`config.mk`:
```
export PLATFORM = sky130hd
export DESIGN_NAME = joystick_radial_deadzone_angle_top
export DESIGN_NICKNAME = d
export VERILOG_FILES = /design/src/design/jrda_pkg.sv /design/src/design/jrda_mult.sv /design/src/design/jrda_cordic.sv /design/src/design/joystick_radial_deadzone_angle_top.sv
export SDC_FILE = /design/constraint.sdc
export NUM_CORES = 1
export LEC_CHECK = 0
export BUFFER_PORTS_ARGS = -buffer_cell sky130_fd_sc_hd__buf_2
export CELL_PAD_IN_SITES_DETAIL_PLACEMENT = 0
export CELL_PAD_IN_SITES_GLOBAL_PLACEMENT = 1
export CORE_MARGIN = 4
export CORE_UTILIZATION = 55
export CTS_CLUSTER_DIAMETER = 60
export DETAILED_ROUTE_END_ITERATION = 12
export PLACE_DENSITY_LB_ADDON = 0.1
export SLEW_MARGIN = 20
export SYNTH_ARGS = -nofsm -noshare
export SYNTH_HDL_FRONTEND = slang
export SYNTH_SLANG_ARGS = --single-unit
```
`constraint.sdc`:
```
create_clock -name clk -period 24.3 [get_ports clk]
set_input_delay 1.215 -clock clk [delete_from_list [all_inputs] [get_ports clk]]
set_output_delay 1.215 -clock clk [all_outputs]
set_load 0.01 [all_outputs]
```
`src/design/jrda_pkg.sv`:
```
// Shared types and constants for the joystick radial dead zone / angle block.
// No dependencies; imported by every module of the block.
`timescale 1ns / 1ps
package jrda_pkg;

	localparam int AXIS_W    = 16;
	localparam int DZ_W      = 15;
	localparam int ANG_W     = 17;
	localparam int SQ_W      = 32;
	localparam int ACC_FRAC  = 16;
	localparam int ACC_W     = 26;
	localparam int CW        = 19;
	localparam int ANGLE_ITERATIONS = 16;
	localparam int ANGLE_FRAC_BITS  = 8;
	localparam int ITER_W    = $clog2(ANGLE_ITERATIONS);
	localparam int TAB_LEN   = 24;
	localparam int TAB_IW    = $clog2(TAB_LEN);
	localparam int OUT_W     = 56;

	localparam logic [DZ_W-1:0] DZ_RESET = DZ_W'(8000);

	// input kinds
	localparam logic [1:0] KIND_SET_X = 2'd0;
	localparam logic [1:0] KIND_SET_Y = 2'd1;
	localparam logic [1:0] KIND_TICK  = 2'd2;

	localparam logic signed [ACC_W-1:0] DEG90  = ACC_W'(90 <<< ACC_FRAC);
	localparam logic signed [ACC_W-1:0] DEG180 = ACC_W'(180 <<< ACC_FRAC);

	// atan(2^-i) in degrees, 16 fraction bits
	localparam logic [22:0] ATAN_TAB [TAB_LEN] = '{
		23'd2949120, 23'd1740967, 23'd919879, 23'd466945, 23'd234379, 23'd117304,
		23'd58666, 23'd29335, 23'd14668, 23'd7334, 23'd3667, 23'd1833,
		23'd917, 23'd458, 23'd229, 23'd115, 23'd57, 23'd29,
		23'd14, 23'd7, 23'd4, 23'd2, 23'd1, 23'd0
	};

	typedef struct packed {
		logic              load;
		logic              step;
		logic [ITER_W-1:0] iter;
	} jrda_cordic_ctl_t;

endpackage

```
`src/design/jrda_mult.sv`:
```
// Shared 16x16 signed multiplier with registered product.
// Depends on jrda_pkg.
`timescale 1ns / 1ps
module jrda_mult (
	input  logic                               clk,
	input  logic                               en,
	input  logic signed [jrda_pkg::AXIS_W-1:0] a,
	input  logic signed [jrda_pkg::AXIS_W-1:0] b,
	output logic signed [jrda_pkg::SQ_W-1:0]   p_q
);
	import jrda_pkg::*;

	always_ff @(posedge clk) begin
		if (en) begin
			p_q <= a * b;
		end
	end

endmodule

```
`src/design/jrda_cordic.sv`:
```
// Iterative CORDIC vectoring unit: one micro-rotation per step, then round/clamp.
// Depends on jrda_pkg.
`timescale 1ns / 1ps
module jrda_cordic (
	input  logic                               clk,
	input  logic                               arst_n,
	input  jrda_pkg::jrda_cordic_ctl_t         ctl,
	input  logic signed [jrda_pkg::AXIS_W-1:0] x_in,
	input  logic signed [jrda_pkg::AXIS_W-1:0] y_in,
	output logic signed [jrda_pkg::ANG_W-1:0]  angle
);
	import jrda_pkg::*;

	localparam int RS = ACC_FRAC - ANGLE_FRAC_BITS;
	localparam int RW = ACC_W + 1;
	localparam logic signed [RW-1:0] LIM  = RW'(180 <<< ANGLE_FRAC_BITS);
	localparam logic signed [RW-1:0] HALF = RW'(1 <<< (RS - 1));

	logic signed [CW-1:0]    x_q, y_q, xs, ys, xe, ye;
	logic signed [ACC_W-1:0] acc_q, tab;
	logic                    fixed_q;
	logic signed [RW-1:0]    sum, rnd;

	assign xe  = CW'(x_in);
	assign ye  = CW'(y_in);
	assign xs  = x_q >>> ctl.iter;
	assign ys  = y_q >>> ctl.iter;
	assign tab = ACC_W'(ATAN_TAB[TAB_IW'(ctl.iter)]);

	always_ff @(posedge clk or negedge arst_n) begin
		if (!arst_n) begin
			fixed_q <= 1'b1;
		end else if (ctl.load) begin
			fixed_q <= (y_in == '0) || (x_in == '0);
		end
	end

	always_ff @(posedge clk) begin
		if (ctl.load) begin
			if (y_in == '0) begin
				acc_q <= x_in[AXIS_W-1] ? DEG180 : '0;
			end else if (x_in == '0) begin
				acc_q <= y_in[AXIS_W-1] ? -DEG90 : DEG90;
			end else if (x_in[AXIS_W-1] && !y_in[AXIS_W-1]) begin
				// left half, upper: turn by -90
				x_q   <= ye;
				y_q   <= -xe;
				acc_q <= DEG90;
			end else if (x_in[AXIS_W-1]) begin
				x_q   <= -ye;
				y_q   <= xe;
				acc_q <= -DEG90;
			end else begin
				x_q   <= xe;
				y_q   <= ye;
				acc_q <= '0;
			end
		end else if (ctl.step && !fixed_q) begin
			if (!y_q[CW-1]) begin
				x_q   <= x_q + ys;
				y_q   <= y_q - xs;
				acc_q <= acc_q + tab;
			end else begin
				x_q   <= x_q - ys;
				y_q   <= y_q + xs;
				acc_q <= acc_q - tab;
			end
		end
	end

	// round half up, then clamp to +180 and fold the -180 end onto +180
	assign sum = RW'(acc_q) + HALF;
	assign rnd = sum >>> RS;

	always_comb begin
		if (rnd > LIM || rnd <= -LIM) begin
			angle = ANG_W'(LIM);
		end else begin
			angle = ANG_W'(rnd);
		end
	end

endmodule

```
`src/design/joystick_radial_deadzone_angle_top.sv`:
```
// Top level: axis registers, dead-zone test and sequencer around shared units.
// Depends on jrda_pkg, jrda_mult, jrda_cordic.
//
//  channel   dir  handshake                       contents
//  s_axis    in   s_axis_tvalid/s_axis_tready     tdata: axis_value; tuser: kind
//  m_axis    out  m_axis_tvalid/m_axis_tready     tdata: angle,x_out,y_out; tuser: changed
//  cfg       in   cfg_valid/cfg_ready             cfg_data: dead_zone
//
// Axis updates are written straight into the axis registers. After a tick is
// taken, the block runs the radius test (x^2, y^2, radius^2 on the shared
// multiplier, compare), one CORDIC load, 16 CORDIC steps, and then loads the
// output word; the next input is taken once it is back in S_IDLE. Input is not
// taken while a tick is in work; a held output word only stalls the last step.
// Reset clears the axes and sets the radius to 8000.
`timescale 1ns / 1ps
module joystick_radial_deadzone_angle_top (
	input  logic                             clk,
	input  logic                             arst_n,
	input  logic                             s_axis_tvalid,
	output logic                             s_axis_tready,
	input  logic [jrda_pkg::AXIS_W-1:0]      s_axis_tdata,  // [15:0] axis_value
	input  logic [1:0]                       s_axis_tuser,  // [1:0] kind
	output logic                             m_axis_tvalid,
	input  logic                             m_axis_tready,
	// [16:0] angle, [32:17] x_out, [48:33] y_out, [55:49] zero
	output logic [jrda_pkg::OUT_W-1:0]       m_axis_tdata,
	output logic                             m_axis_tuser,  // [0] changed
	input  logic                             cfg_valid,
	output logic                             cfg_ready,
	input  logic [jrda_pkg::DZ_W-1:0]        cfg_data
);
	import jrda_pkg::*;

	typedef enum logic [2:0] {
		S_IDLE, S_SQX, S_SQY, S_SUM, S_CMP, S_LOAD, S_ITER, S_OUT
	} state_t;

	state_t                   state_q;
	logic [DZ_W-1:0]          dead_zone_q;
	logic signed [AXIS_W-1:0] x_now_q, y_now_q, x_before_q, y_before_q;
	logic [SQ_W-1:0]          mag_q;
	logic [ITER_W-1:0]        iter_q;
	logic                     m_valid_q, changed_q;
	logic [OUT_W-1:0]         out_data_q;
	logic                     mul_en;
	logic signed [AXIS_W-1:0] mul_a;
	logic signed [SQ_W-1:0]   prod;
	logic signed [ANG_W-1:0]  angle;
	jrda_cordic_ctl_t         cctl;
	logic                     in_acc, out_free;

	assign s_axis_tready = (state_q == S_IDLE);
	assign in_acc        = s_axis_tvalid && s_axis_tready;
	assign cfg_ready     = 1'b1;
	assign m_axis_tvalid = m_valid_q;
	assign m_axis_tdata  = out_data_q;
	assign m_axis_tuser  = changed_q;
	assign out_free      = !m_valid_q || m_axis_tready;

	// squaring operand per state
	always_comb begin
		mul_en = 1'b1;
		unique case (state_q)
			S_SQX:   mul_a = x_now_q;
			S_SQY:   mul_a = y_now_q;
			S_SUM:   mul_a = AXIS_W'(dead_zone_q);
			default: begin
				mul_a  = '0;
				mul_en = 1'b0;
			end
		endcase
	end

	jrda_mult u_mult (
		.clk (clk),
		.en  (mul_en),
		.a   (mul_a),
		.b   (mul_a),
		.p_q (prod)
	);

	assign cctl.load = (state_q == S_LOAD);
	assign cctl.step = (state_q == S_ITER);
	assign cctl.iter = iter_q;

	jrda_cordic u_cordic (
		.clk    (clk),
		.arst_n (arst_n),
		.ctl    (cctl),
		.x_in   (x_now_q),
		.y_in   (y_now_q),
		.angle  (angle)
	);

	always_ff @(posedge clk or negedge arst_n) begin
		if (!arst_n) begin
			dead_zone_q <= DZ_RESET;
		end else if (cfg_valid && cfg_ready) begin
			dead_zone_q <= cfg_data;
		end
	end

	always_ff @(posedge clk or negedge arst_n) begin
		if (!arst_n) begin
			state_q    <= S_IDLE;
			x_now_q    <= '0;
			y_now_q    <= '0;
			x_before_q <= '0;
			y_before_q <= '0;
			iter_q     <= '0;
			m_valid_q  <= 1'b0;
			changed_q  <= 1'b0;
		end else begin
			// in S_OUT the valid flag is handled by the output load below
			if (m_valid_q && m_axis_tready && state_q != S_OUT) begin
				m_valid_q <= 1'b0;
			end
			unique case (state_q)
				S_IDLE: begin
					if (in_acc) begin
						case (s_axis_tuser)
							KIND_SET_X: x_now_q <= s_axis_tdata;
							KIND_SET_Y: y_now_q <= s_axis_tdata;
							KIND_TICK:  state_q <= S_SQX;
							default:    ;
						endcase
					end
				end
				S_SQX: state_q <= S_SQY;
				S_SQY: state_q <= S_SUM;
				S_SUM: state_q <= S_CMP;
				S_CMP: begin
					if (mag_q < SQ_W'(prod)) begin
						x_now_q <= '0;
						y_now_q <= '0;
					end
					state_q <= S_LOAD;
				end
				S_LOAD: begin
					iter_q  <= '0;
					state_q <= S_ITER;
				end
				S_ITER: begin
					iter_q <= iter_q + 1'b1;
					if (iter_q == ITER_W'(ANGLE_ITERATIONS - 1)) begin
						state_q <= S_OUT;
					end
				end
				S_OUT: begin
					if (out_free) begin
						m_valid_q  <= 1'b1;
						changed_q  <= (x_now_q != x_before_q) || (y_now_q != y_before_q);
						x_before_q <= x_now_q;
						y_before_q <= y_now_q;
						state_q    <= S_IDLE;
					end
				end
				default: state_q <= S_IDLE;
			endcase
		end
	end

	// magnitude accumulate and output word
	always_ff @(posedge clk) begin
		if (state_q == S_SQY) begin
			mag_q <= SQ_W'(prod);
		end else if (state_q == S_SUM) begin
			mag_q <= mag_q + SQ_W'(prod);
		end
		if (state_q == S_OUT && out_free) begin
			out_data_q <= {7'b0, y_now_q, x_now_q, angle};
		end
	end

endmodule
```
==> results.json <==
{
  "outcome": "finished, final reports clean",
  "r2r_end": "u_mult.p_q[30]",
  "async_flop_share_pct": 33.6,
  "dieArea_mm2": 0.0568,
  "cts-htree-levels": 2,
  "critical_path_class": "register to register",
  "cts_resized": 0,
  "netlist.area_leader.share_pct": 18.1,
  "area_growth_pct": 7.86,
  "final-setup-viol-count": 0,
  "synth_area_leaders": "edfxtp_1 (18%), fa_1 (16%), ha_1 (9.5%)",
  "fin_skew_ps": 34.0,
  "fmax_mhz": 110,
  "drive_gt1_share_pct": 11.9,
  "avgRoutedWirePerCell_um": 20.0,
  "path_depth": 25,
  "r2r_cells": 25,
  "crit_path_frequent_cell": "fa_1",
  "first_global_vias": 23100,
  "end_kind": "register",
  "via_per_inst": 5.81,
  "grt_pass1_wl_um": 124000,
  "cts.sinks": 265,
  "slew_headroom_pct": 26.0,
  "crit_end": "u_mult.p_q[30]",
  "cts_setup_buffers": 0,
  "clkTransAtPathRegs_ps": 70,
  "die_w_um": 238,
  "cts_buffers": 38,
  "r2r_setup_slack_ps": 15210,
  "first_iter_violations": 1574,
  "drt_first_pass_iters": 6,
  "wl_um": 76700,
  "worstPathMaxFanout": 20,
  "syn_inst": 3120,
  "die_y_um": 238,
  "grt-ovfl-total": 0,
  "whs_ps": 505,
  "start_util_pct": 55.5,
  "ys_warn_count": 0,
  "drc": 0,
  "fin_area_mm2": 0.0315,
  "grt_use_total_pct": 27.4,
  "worst_pin_slew_ps": 1110,
  "cts_hold_buf": 0,
  "dpl.hpwl_um": 58900,
  "critPathLaunch": "state_q[0]",
  "nets": 3621,
  "syn_area_mm2": 0.0292,
  "crit_path_start_kind": "register",
  "hold_viol_final": 0,
  "rows": 84,
  "yosys.area.top_type": "edfxtp_1",
  "syn_avg_cell_area_um2": 9.35,
  "tritoncts": "done",
  "period_minus_slack_ps": 9090,
  "critPathSlowestCell": "a21oi_1",
  "worstPathArrival_ps": 9370,
  "dpl-instance-area_mm2": 0.0301,
  "clock_tree.root_cell": "clkbuf_16",
  "diodes": 0,
  "grt_antenna_before_repair": 0,
  "cp.required_ps": 24580,
  "cp_num_buf_inv": 4,
  "io_buffers": 89,
  "setup_tns_ps": 0,
  "cp_top_family": "adder cells",
  "clockBufferDepth": 3,
  "clk-insertion-delay-late_ps": 560,
  "place_congestion": 0.927,
  "coreArea_mm2": 0.0526,
  "ys.flop_type": "edfxtp_1",
  "synth-edff-count": 176,
  "r2r_start": "state_q[0]",
  "drv_slew": 0,
  "seq_area_frac_synth_pct": 25.8,
  "fin_crit_sh_pct": 37.4,
  "synth_cell_types": 82,
  "hold_class": "register to register",
  "maxCapViolCount": 0,
  "max_stage_delay_ps": 720,
  "grt_max_degree": 72,
  "fin_util_pct": 59.9,
  "ioPinCount": 98,
  "rsz0062_at_grt": "no",
  "synth-seq-cells": 265,
  "final_antenna_net_count": 0,
  "vias": 22300,
  "hold_depth": 2
}
## area by class of cell
type	count	area, µm²
fill	4573	21100
multi-input combinational	2258	19400
sequential	265	7530
inverter	441	1660
clock buffer	45	1040
tap	688	861
timing repair buffer	120	701
clock inverter	24	324
## synth_stat cells, drive strengths merged (43+ instances only)
| cell | count |
|---|---|
| ha | 222 |
| a21oi | 190 |
| fa | 237 |
| dfrtp | 82 |
| o21ai | 138 |
| nor2 | 252 |
| a21o | 48 |
| buf | 43 |
| nand2 | 245 |
| xnor2 | 152 |
| mux2 | 116 |
| clkbuf | 119 |
| edfxtp | 176 |
| xor2 | 77 |
| inv | 432 |
| nor3 | 51 |
## worst register-to-register path, cell delays in order (launching register included)
cell      delay [ps]
dfrtp_1          650
buf_4            350
nor2b_1          210
buf_4            260
nand2_1          100
a21oi_1          720
clkinv_1         540
nor2_1           330
ha_1             300
xnor2_1          160
fa_1             550
inv_1             50
fa_1             490
fa_1             570
fa_1             430
fa_1             450
ha_1             360
a21o_1           180
a21oi_1          190
o21ai_0          130
a221o_1          370
o41ai_1          540
o21ai_0          260
a41oi_1          340
a21oi_1          130
xor2_1           160
## sequential cells by signal, indices dropped and copies added (netlist names)
signal / count
u_cordic.fixed_q: 1
m_axis_tdata: 49
dead_zone_q: 15
u_cordic.acc_q: 26
state_q: 3
iter_q: 4
x_now_q: 16
u_mult.p_q: 31
y_now_q: 16
x_before_q: 16
u_cordic.y_q: 19
y_before_q: 16
m_axis_tvalid: 1
u_cordic.x_q: 19
m_axis_tuser: 1
mag_q: 32
## per-stage QoR
| step | cells | setup slack, ps |
|---|---|---|
| CTS | 3841 | 15200 |
| global placement | 3771 | 15650 |
| floorplan | 3126 | 16580 |
| detailed placement | 3772 | 15310 |
| finish | 3841 | 15210 |
| global route | 3841 | 14650 |
## placed cells by master (no fill, tap or decap), types with 24 or more instances in the layout
master	n
mux4_2	33
inv_1	429
mux2i_1	39
fa_1	237
nor2_1	246
xnor2_1	151
a21o_1	48
ha_1	222
nand3_1	40
dfrtp_1	77
edfxtp_1	176
o211ai_1	35
buf_2	88
nor3_1	50
nand2b_1	39
o21ai_0	116
mux2_2	115
xor2_1	77
o21bai_1	24
buf_4	31
nor2b_1	40
a21oi_1	190
nand2_1	245
clkbuf_16	41
## kinds of logic after synthesis
kind of cell    synth area share, %
simple gates                   12.3
buf+inv                        8.09
xor+xnor                       6.90
compound gates                 12.8
flops                          25.8
mux                            8.36
other cells                  0.0257
fa+ha+maj                      25.8
## how the worst min path moves through the flow
| stage | from | endpoint |
|---|---|---|
| 6_report | u_cordic.fixed_q | u_cordic.fixed_q |
| 5_1_grt | u_cordic.fixed_q | u_cordic.fixed_q |
| 4_1_cts | u_cordic.fixed_q | u_cordic.fixed_q |
| 3_5_place_dp | u_cordic.fixed_q | u_cordic.fixed_q |
| 3_3_place_gp | u_cordic.fixed_q | u_cordic.fixed_q |
| 2_1_floorplan | y_now_q[5] | m_axis_tdata[38] |
## routing by layer
metal  routed length (µm)  track usage [%]  share of wire, %  vias up
met3                 3270             3.12               4.3      162
met5                    0                0                 0        -
met1                32100             35.3                42    11100
met4                 2830             9.34               3.7        0
li1                     -                -                 -    10500
met2                38400             48.1                50      543
Power is left out: the tool's default activity adds up to more than one toggle a clock period on the data nets, which glitch-free logic cannot reach.
